**src/rtl/exp_ts_pkg.sv**
```systemverilog
// Shared constants and types for the truncated exponential series block.
// Used by exp_ts_div and exp_taylor_series; no dependencies.
`default_nettype none

package exp_ts_pkg;

    localparam int X_W                  = 16;
    localparam int N_W                  = 4;
    localparam int K_W                  = 4;
    localparam int OUT_W                = 32;
    localparam int X_FRAC_BITS          = 12;
    localparam int TERM_INT_W           = 14;
    localparam int DEF_MAX_TERMS        = 12;
    localparam int DEF_RESULT_FRAC_BITS = 16;

    localparam logic [OUT_W-1:0] OUT_POS_SAT = 32'h7FFF_FFFF;
    localparam logic [OUT_W-1:0] OUT_NEG_SAT = 32'h8000_0000;

    typedef struct packed {
        logic start;
    } div_ctrl_t;

    typedef struct packed {
        logic busy;
        logic done;
    } div_stat_t;

    typedef enum logic [5:0] {
        S_IDLE   = 6'b000001,
        S_MUL    = 6'b000010,
        S_DSTART = 6'b000100,
        S_DIV    = 6'b001000,
        S_ACC    = 6'b010000,
        S_OUT    = 6'b100000
    } seq_state_t;

endpackage

`default_nettype wire

```
**src/rtl/exp_ts_div.sv**
```systemverilog
// Restoring divider, one quotient bit per cycle, unsigned dividend by a small divisor.
// Depends on exp_ts_pkg.
`default_nettype none

module exp_ts_div #(
    parameter int DIVIDEND_W = exp_ts_pkg::DEF_RESULT_FRAC_BITS + exp_ts_pkg::TERM_INT_W
) (
    input  wire                             clk,
    input  wire                             rst_n,
    input  exp_ts_pkg::div_ctrl_t           ctrl,
    input  wire [DIVIDEND_W-1:0]            dividend,
    input  wire [exp_ts_pkg::K_W-1:0]       divisor,
    output logic [DIVIDEND_W-1:0]           quotient,
    output exp_ts_pkg::div_stat_t           stat
);
    import exp_ts_pkg::*;

    localparam int CNT_W = $clog2(DIVIDEND_W + 1);

    logic [DIVIDEND_W-1:0] quo_reg;
    logic [K_W-1:0]        rem_reg;
    logic [K_W-1:0]        dsr_reg;
    logic [CNT_W-1:0]      cnt_reg;
    logic                  done_reg;

    logic [K_W:0] trial;
    logic [K_W:0] diff;
    logic         fits;
    logic [K_W-1:0] rem_next;

    always_comb
    begin
        trial    = {rem_reg, quo_reg[DIVIDEND_W-1]};
        diff     = trial - {1'b0, dsr_reg};
        fits     = trial >= {1'b0, dsr_reg};
        rem_next = fits ? diff[K_W-1:0] : trial[K_W-1:0];
    end

    always_ff @(posedge clk or negedge rst_n)
    begin
        if (!rst_n)
        begin
            cnt_reg  <= '0;
            done_reg <= 1'b0;
        end
        else
        begin
            done_reg <= (cnt_reg == CNT_W'(1));
            if (ctrl.start)
                cnt_reg <= CNT_W'(DIVIDEND_W);
            else if (cnt_reg != '0)
                cnt_reg <= cnt_reg - CNT_W'(1);
        end
    end

    always_ff @(posedge clk)
    begin
        if (ctrl.start)
        begin
            quo_reg <= dividend;
            rem_reg <= '0;
            dsr_reg <= divisor;
        end
        else if (cnt_reg != '0)
        begin
            quo_reg <= {quo_reg[DIVIDEND_W-2:0], fits};
            rem_reg <= rem_next;
        end
    end

    assign quotient  = quo_reg;
    assign stat.busy = (cnt_reg != '0);
    assign stat.done = done_reg;

    a_start_idle: assert property (@(posedge clk) disable iff (!rst_n)
        ctrl.start |-> !stat.busy)
        else $error("divider started while busy");

    a_start_busy: assert property (@(posedge clk) disable iff (!rst_n)
        ctrl.start |=> stat.busy && cnt_reg == CNT_W'(DIVIDEND_W))
        else $error("divider did not load its count");

    a_rem_range: assert property (@(posedge clk) disable iff (!rst_n)
        stat.busy && !$past(ctrl.start) |-> rem_reg < dsr_reg)
        else $error("partial remainder not below divisor");

    a_done_pulse: assert property (@(posedge clk) disable iff (!rst_n)
        stat.done |-> !stat.busy && $past(stat.busy))
        else $error("done without a finished division");

endmodule

`default_nettype wire

```
**src/rtl/exp_taylor_series.sv**
```systemverilog
// Top level of the truncated exponential series block: sequencer, shared multiplier,
// accumulator and output register. Depends on exp_ts_pkg and exp_ts_div.
`default_nettype none

// Each input beat carries x (signed Q4.12) and a term count n (clamped to MAX_TERMS);
// one output beat returns the sum of x^k/k! for k = 0..n as a signed value with
// RESULT_FRAC_BITS fraction bits, saturated to 32 bits. Terms are built one after
// another through one multiplier and one bit-serial divider; the serial divide by k,
// one bit per cycle over the term width, dominates the time each item takes.
// in_stall stays high until the current item has been handed to the output
// register, which can hold one finished beat while the next item is taken.
module exp_taylor_series #(
    parameter int MAX_TERMS        = exp_ts_pkg::DEF_MAX_TERMS,
    parameter int RESULT_FRAC_BITS = exp_ts_pkg::DEF_RESULT_FRAC_BITS
) (
    input  wire                                 clk,
    input  wire                                 rst_n,
    input  wire                                 in_valid,
    output logic                                in_stall,
    input  wire signed [exp_ts_pkg::X_W-1:0]    x_value,
    input  wire [exp_ts_pkg::N_W-1:0]           term_count,
    output logic                                out_valid,
    input  wire                                 out_stall,
    output logic signed [exp_ts_pkg::OUT_W-1:0] series_value
);
    import exp_ts_pkg::*;

    localparam int TERM_W = RESULT_FRAC_BITS + TERM_INT_W;
    localparam int PROD_W = TERM_W + X_W;
    localparam int SAT_W  = (TERM_W > OUT_W) ? TERM_W : OUT_W + 1;

    localparam logic [N_W-1:0]           N_MAX   = N_W'(MAX_TERMS);
    localparam logic signed [TERM_W-1:0] ONE     = TERM_W'(1) << RESULT_FRAC_BITS;
    localparam logic signed [SAT_W-1:0]  POS_LIM = SAT_W'(64'sd2147483647);
    localparam logic signed [SAT_W-1:0]  NEG_LIM = SAT_W'(-64'sd2147483648);

    seq_state_t               state_reg, state_next;
    logic signed [X_W-1:0]    x_reg, x_next;
    logic [N_W-1:0]           n_reg, n_next;
    logic [K_W-1:0]           k_reg, k_next;
    logic signed [TERM_W-1:0] term_reg, term_next;
    logic signed [TERM_W-1:0] sum_reg, sum_next;
    logic signed [PROD_W-1:0] prod_reg, prod_next;
    logic                     neg_reg, neg_next;
    logic                     out_valid_reg, out_valid_next;
    logic [OUT_W-1:0]         series_reg, series_next;

    logic [N_W-1:0]           n_clamp;
    logic signed [TERM_W-1:0] shifted;
    logic [TERM_W-1:0]        magnitude;
    logic [TERM_W-1:0]        quot;
    logic signed [TERM_W-1:0] q_signed;
    logic signed [SAT_W-1:0]  sum_ext;
    logic [OUT_W-1:0]         sat_value;
    div_ctrl_t                div_ctrl;
    div_stat_t                div_stat;

    exp_ts_div #(
        .DIVIDEND_W (TERM_W)
    ) u_div (
        .clk      (clk),
        .rst_n    (rst_n),
        .ctrl     (div_ctrl),
        .dividend (magnitude),
        .divisor  (k_reg),
        .quotient (quot),
        .stat     (div_stat)
    );

    always_comb
    begin
        n_clamp   = (term_count > N_MAX) ? N_MAX : term_count;
        shifted   = prod_reg[TERM_W+X_FRAC_BITS-1:X_FRAC_BITS];
        magnitude = shifted[TERM_W-1] ? TERM_W'(-shifted) : TERM_W'(shifted);
        q_signed  = neg_reg ? -signed'(quot) : signed'(quot);
        sum_ext   = SAT_W'(sum_reg);
        if (sum_ext > POS_LIM)
            sat_value = OUT_POS_SAT;
        else if (sum_ext < NEG_LIM)
            sat_value = OUT_NEG_SAT;
        else
            sat_value = sum_ext[OUT_W-1:0];
    end

    always_comb
    begin
        state_next     = state_reg;
        x_next         = x_reg;
        n_next         = n_reg;
        k_next         = k_reg;
        term_next      = term_reg;
        sum_next       = sum_reg;
        prod_next      = prod_reg;
        neg_next       = neg_reg;
        series_next    = series_reg;
        out_valid_next = out_valid_reg && out_stall;
        div_ctrl.start = 1'b0;

        unique case (state_reg)
            S_IDLE:
            begin
                if (in_valid)
                begin
                    x_next     = x_value;
                    n_next     = n_clamp;
                    k_next     = K_W'(1);
                    term_next  = ONE;
                    sum_next   = ONE;
                    state_next = (n_clamp == '0) ? S_OUT : S_MUL;
                end
            end
            S_MUL:
            begin
                prod_next  = PROD_W'(term_reg) * PROD_W'(x_reg);
                state_next = S_DSTART;
            end
            S_DSTART:
            begin
                neg_next       = shifted[TERM_W-1];
                div_ctrl.start = 1'b1;
                state_next     = S_DIV;
            end
            S_DIV:
            begin
                if (div_stat.done)
                    state_next = S_ACC;
            end
            S_ACC:
            begin
                term_next = q_signed;
                sum_next  = sum_reg + q_signed;
                if (k_reg == K_W'(n_reg))
                    state_next = S_OUT;
                else
                begin
                    k_next     = k_reg + K_W'(1);
                    state_next = S_MUL;
                end
            end
            S_OUT:
            begin
                if (!out_valid_reg || !out_stall)
                begin
                    series_next    = sat_value;
                    out_valid_next = 1'b1;
                    state_next     = S_IDLE;
                end
            end
            default:
            begin
                state_next = S_IDLE;
            end
        endcase
    end

    always_ff @(posedge clk or negedge rst_n)
    begin
        if (!rst_n)
        begin
            state_reg     <= S_IDLE;
            out_valid_reg <= 1'b0;
            k_reg         <= K_W'(1);
            n_reg         <= '0;
        end
        else
        begin
            state_reg     <= state_next;
            out_valid_reg <= out_valid_next;
            k_reg         <= k_next;
            n_reg         <= n_next;
        end
    end

    always_ff @(posedge clk)
    begin
        x_reg      <= x_next;
        term_reg   <= term_next;
        sum_reg    <= sum_next;
        prod_reg   <= prod_next;
        neg_reg    <= neg_next;
        series_reg <= series_next;
    end

    assign in_stall     = (state_reg != S_IDLE);
    assign out_valid    = out_valid_reg;
    assign series_value = series_reg;

    a_k_range: assert property (@(posedge clk) disable iff (!rst_n)
        (state_reg == S_MUL || state_reg == S_DSTART || state_reg == S_DIV ||
         state_reg == S_ACC) |-> k_reg != '0 && k_reg <= K_W'(n_reg))
        else $error("term index outside 1..n");

    a_n_clamped: assert property (@(posedge clk) disable iff (!rst_n)
        state_reg != S_IDLE |-> n_reg <= N_MAX)
        else $error("term count above limit");

    a_done_in_div: assert property (@(posedge clk) disable iff (!rst_n)
        div_stat.done |-> state_reg == S_DIV)
        else $error("divider finished outside divide step");

    a_idle_div_quiet: assert property (@(posedge clk) disable iff (!rst_n)
        state_reg == S_IDLE |-> !div_stat.busy)
        else $error("divider busy while idle");

    a_out_load: assert property (@(posedge clk) disable iff (!rst_n)
        state_reg == S_OUT && !(out_valid_reg && out_stall) |=> out_valid_reg
        && state_reg == S_IDLE)
        else $error("finished beat not loaded");

endmodule

`default_nettype wire

```
**config.mk**
```make
export PLATFORM = sky130hd
export DESIGN_NAME = exp_taylor_series
export DESIGN_NICKNAME = d
export VERILOG_FILES = /design/src/rtl/exp_ts_pkg.sv /design/src/rtl/exp_ts_div.sv /design/src/rtl/exp_taylor_series.sv
export SDC_FILE = /design/constraint.sdc
export NUM_CORES = 2
export LEC_CHECK = 0
export CORE_MARGIN = 2
export CORE_UTILIZATION = 40
export DETAILED_ROUTE_END_ITERATION = 8
export DONT_BUFFER_PORTS = 1
export PLACE_DENSITY = 0.55
export SYNTH_ARGS = -nofsm -noshare
export SYNTH_HDL_FRONTEND = slang
export SYNTH_HIERARCHICAL = 1
export SYNTH_SLANG_ARGS = --single-unit
```
**constraint.sdc**
```tcl
create_clock -name clk -period 8.55 [get_ports clk]
set_input_delay 0 -clock clk [delete_from_list [all_inputs] [get_ports clk]]
set_output_delay 0 -clock clk [all_outputs]
set_load 0.005 [all_outputs]
```
-- Word-level counts from Yosys, hierarchy flattened
Index checks and enable logic that the tools add are counted.
Widths: inputs -> output; s select.
- $mul: 1
- add/sub/neg operators: 6
- muxes and demuxes: 24
- equal/unequal tests: 13
- reduce and logical (&&, ||, !) cells: 13
- magnitude comparators: 4
- operators with widths (operator ; count):
    $mux 30 ; 5
    $pmux 30 s2 ; 2
    $neg 30->30 ; 2
    $mul 30x16->42 ; 1
    $pmux 6 s6 ; 1
    $gt 30x32->1 const B ; 1
    $lt 30x32->1 const B ; 1
    $mux 32 ; 1
    $add 30x30->30 ; 1
    $mux 6 ; 5
    $mux 4 ; 4
    $mux 5 ; 2
    $pmux 4 s2 ; 1
    $eq 6x1->1 const B ; 1
    $eq 6x2->1 const B ; 1
    $eq 6x3->1 const B ; 1
    $eq 6x4->1 const B ; 1
    $eq 6x5->1 const B ; 1
    $eq 6x6->1 const B ; 1
    $ne 2x2->1 const B ; 3
    $ne 6x1->1 const B ; 1
    $reduce_and 2->1 ; 3
    $reduce_and 3->1 ; 2
    $eq 5x1->1 const B ; 1
    other kinds (14) ; 18
- bits of input ports: 24
- output and inout port bits: 34
- logic and storage cells: 76
- flip-flop bits (word level): 210

-- Logic depth before layout (Yosys ltp)
- depth after elaboration: 6
- mapped depth: 24
- depth with buffers taken out: 23

-- Modules after synthesis
The synthesis kept the hierarchy.
- modules (own cells, without submodules) (module ; instances ; sequential area each (um2) ; area each (um2) ; cells an instance):
    exp_taylor_series ; 1 ; 4521.8 ; 23720.2 ; 2520
    exp_ts_div ; 1 ; 1251.2 ; 2072.0 ; 144

-- Least setup slack after synthesis
Ideal clock, no wire load.
- path type: register to register
- from: register x_reg[15]
- to: register prod_reg[34] (data pin)
- required time: 8355 ps
- arrival: 6434 ps
- period minus slack after synthesis: 6629 ps
- path slack: 1921 ps
- path buffers: 2
- library setup time: 195 ps
- stages on the path, launching flop included: 22
- cell sequence: edfxtp_1 inv_1 clkbuf_1 nor2_1 fa_1 fa_1 fa_1 fa_1 fa_1 inv_1 fa_1 inv_1 ha_1 clkbuf_1 o21ai_0 o21bai_1 o2111ai_1 a2111oi_0 nor3_1 o21ai_0 a21oi_1 o311ai_0
- longest elaborated chain between the ends: 1
- RTL lines (item ; RTL line ; RTL):
    from (decl) ; exp_taylor_series.sv:38 ; logic signed [X_W-1:0] x_reg, x_next;
    from (signal assigned) ; exp_taylor_series.sv:176 ; x_reg <= x_next;
    $mul 30x16->42 ; exp_taylor_series.sv:114 ; prod_next = PROD_W'(term_reg) * PROD_W'(x_reg);
    to (signal assigned) ; exp_taylor_series.sv:179 ; prod_reg <= prod_next;
    to (decl) ; exp_taylor_series.sv:43 ; logic signed [PROD_W-1:0] prod_reg, prod_next;
Every way passes these cells.
A chain may end at the register's enable or synchronous reset.

-- Final worst setup path
- from: register x_reg[2]
- to: register prod_reg[34] (data pin)
The elaborated chain is that of the path after synthesis.

==> metrics.txt <==
Clock Pin Slew Worst Setup and Hold Paths 0.10 ns; initial core utilization 40.2%; IO Count 58; CTS tree done; slowest CP cell edfxtp_1; port buffer count 0; DP HPWL slightly above 50 mm; first-pass GRT wire length 107 mm; slowest cell delay on critical path about 1.1 ns; share of cells above drive strength 1 4.39%; R2R depth 21; Critical R2R Launch x_reg[2]$_DFFE_PP_; Hold WS 0.0842 ns; Startpoint Class register; area leader, netlist fa_1; fin nets about 3200; DRC errors left 0; FF/Latch Area 5770 sq um; area taken by multi-input logic gates 17500 sq um; # diodes 0; CP most frequent cell fa_1; Yosys cell types 73; Final Wtd Congestion between 0.8 and 0.9; final setup fails 0; top post-synthesis cells by area fa_1 33%, edfxtp_1 20%, inv_1 8.0%; largest fanout on the critical path 23; Largest register FFs 31; critical path's top delay family adder cells; DRT antenna net count 0; Setup WS pre-CTS slightly above 0.8 ns; CP Cell Sequence buf_4, nand2_1, fa_1, fa_1, fa_1, inv_1, fa_1, fa_1, inv_1, fa_1, inv_1, ha_1, o21ai_0, o21bai_1, o2111ai_1, a2111oi_0, buf_4, nor3_1, o21ai_0, a21oi_1, o311ai_0; fin crit share between 90% and 100%; H-tree levels 4; DR iter-0 viols 852; vias per cell 5.10; die area 66500 sq um; R2R Path End prod_reg[34]$_DFFE_PP_; Worst slew margin 12.7%; Final WS setup 0.667 ns; core footprint 64100 sq um; status finished, final reports clean; fin crit period roughly 7.9 ns; Max Slew Vio Count 0; Max Buffers Root-to-Sink 2; crit path DAT about 8 ns; CP Buf/Inv Count 5; Total GRT Usage about 21%; worst slew pin tran 1.28 ns; # rows 93; final hold vios 0; Post-DP Area 26600 sq um; vias in the first global route 19506; warnings from Yosys 6; reg-to-reg slack, setup 0.67 ns; Final Cell Area roughly 28000 sq um; synthesized area around 26000 sq um; CP Capture Type register; register area share after synthesis between 20 and 25%; post-synth top area share 33.1%; ys flop type edfxtp_1; Post-CTS Setup Inserts 0; Num CTS Buffers 17; Max Cap Viol 0; Critical Path RT 8.82 ns; Hold Crit Class input pin to asynchronous set/reset pin; largest net degree at the start of global routing 61; number of enable flip-flop cells after synthesis 172; vias between 15000 and 20000; number of clock sinks 197; fillers roughly 6200; final wirelength 64.8 mm; Syn Area/Cell ~9.7 sq um; synthesized net count roughly 3300; drt pass-1 iters 5; async set or reset register ratio after synthesis 10.7%; RSZ-0062 raised after global routing no; die width 258 microns; Crit Path Class register to register; post-synthesis register bit count 197; setup TNS 0 ns; total grt overflow 0; Worst Skew ~0.021 ns; root buf cell clkbuf_16; antenna violations before repair 1; Clock Latency Late Sink 0.50 ns; WL per Instance 18.6 microns; Chip Height about 260 microns; Max Freq 0.127 GHz; area grow syn2layout 6.70%; Cells after Synth 2664
-- Yosys cell counts, drive strengths merged, types with 11 or more instances --
| cell | count |
|---|---|
| a211oi | 12 |
| a21o | 31 |
| a21oi | 61 |
| and2 | 216 |
| clkbuf | 124 |
| dfrtp | 19 |
| edfxtp | 172 |
| fa | 426 |
| ha | 140 |
| inv | 548 |
| mux2 | 30 |
| nand2 | 344 |
| nand2b | 15 |
| nand3 | 17 |
| nor2 | 94 |
| nor3 | 29 |
| nor4 | 11 |
| o21ai | 55 |
| o31ai | 19 |
| or3 | 13 |
| xnor2 | 99 |
| xor2 | 32 |
-- area by class of cell --
class                      instances  area share (%)
multi-input combinational       1787            63.5
sequential                       197            21.0
inverter                         548            7.47
tap                              855            3.89
timing repair buffer              57            1.80
clock buffer                      18            1.64
clock inverter                    14           0.723
-- worst reg2reg max path: stages, from the launching register on --
cell       delay (ns)
edfxtp_1         1.08
buf_4            0.32
nand2_1          0.09
fa_1             0.57
fa_1             0.46
fa_1             0.52
inv_1            0.05
fa_1             0.47
fa_1             0.54
inv_1            0.05
fa_1             0.54
inv_1            0.05
ha_1             0.38
o21ai_0          0.12
o21bai_1         0.23
o2111ai_1        0.15
a2111oi_0        0.81
buf_4            0.24
nor3_1           0.08
o21ai_0          0.39
a21oi_1          0.17
o311ai_0         0.35
-- stage by stage --
stage	util [%]	cells
2_1_floorplan	-	2664
3_3_place_gp	41.5	3417
3_5_place_dp	41.5	3417
4_1_cts	42.9	3476
5_1_grt	42.9	3476
6_report	42.9	3476
-- per-layer routing --
metal | part of all wire [%] | global-route usage [%]
met5 | 0 | 0
met4 | 2.2 | 5.56
met3 | 4.5 | 2.86
met2 | 47 | 33.9
met1 | 46 | 28.9
-- layout by cell type, fill, tap and decap left out, drive strengths merged, types with 11 or more instances in the layout --
cell type,synthesis,layout
o31ai,19,19
inv,548,559
dlygate4sd3,0,27
xnor2,99,99
a211oi,12,12
and2,216,216
nand3,17,17
buf,8,30
nand2,344,344
nor3,29,29
clkbuf,124,18
mux2,30,30
or3,13,13
o21ai,55,55
a21o,31,31
fa,426,426
nor4,11,11
ha,140,140
a21oi,61,61
nand2b,15,15
xor2,32,32
dfrtp,19,19
edfxtp,172,172
nor2,94,94
-- worst max path at each step --
stage / from / end / cells after the start
global placement: x_reg[6]$_DFFE_PP_ / prod_reg[34]$_DFFE_PP_ / 22
CTS: x_reg[2]$_DFFE_PP_ / prod_reg[34]$_DFFE_PP_ / 21
global route: x_reg[2]$_DFFE_PP_ / prod_reg[34]$_DFFE_PP_ / 21
finish: x_reg[2]$_DFFE_PP_ / prod_reg[34]$_DFFE_PP_ / 21
detailed placement: x_reg[2]$_DFFE_PP_ / prod_reg[34]$_DFFE_PP_ / 21
floorplan: x_reg[15]$_DFFE_PP_ / prod_reg[34]$_DFFE_PP_ / 21
-- timing repair --
item	4_1_cts	5_1_grt
endpoints found under the hold margin	80	0
gates resized for setup	0	0
endpoints found under the setup margin	0	0
hold buffers	27	0
-- kinds of logic after synthesis --
family | count (synthesis) | share of synthesized area [%]
AND/OR/NAND/NOR | 805 | 15.4
buffers and inverters | 680 | 9.97
adder cells (fa/ha/maj) | 566 | 39.9
AO/OA/AOI/OAI | 254 | 6.55
flip-flops | 197 | 22.4
XOR/XNOR | 131 | 4.45
multiplexers | 31 | 1.35
Power is not shown: default switching activity piles up to over one toggle a cycle in this logic, so the estimate is an artifact.
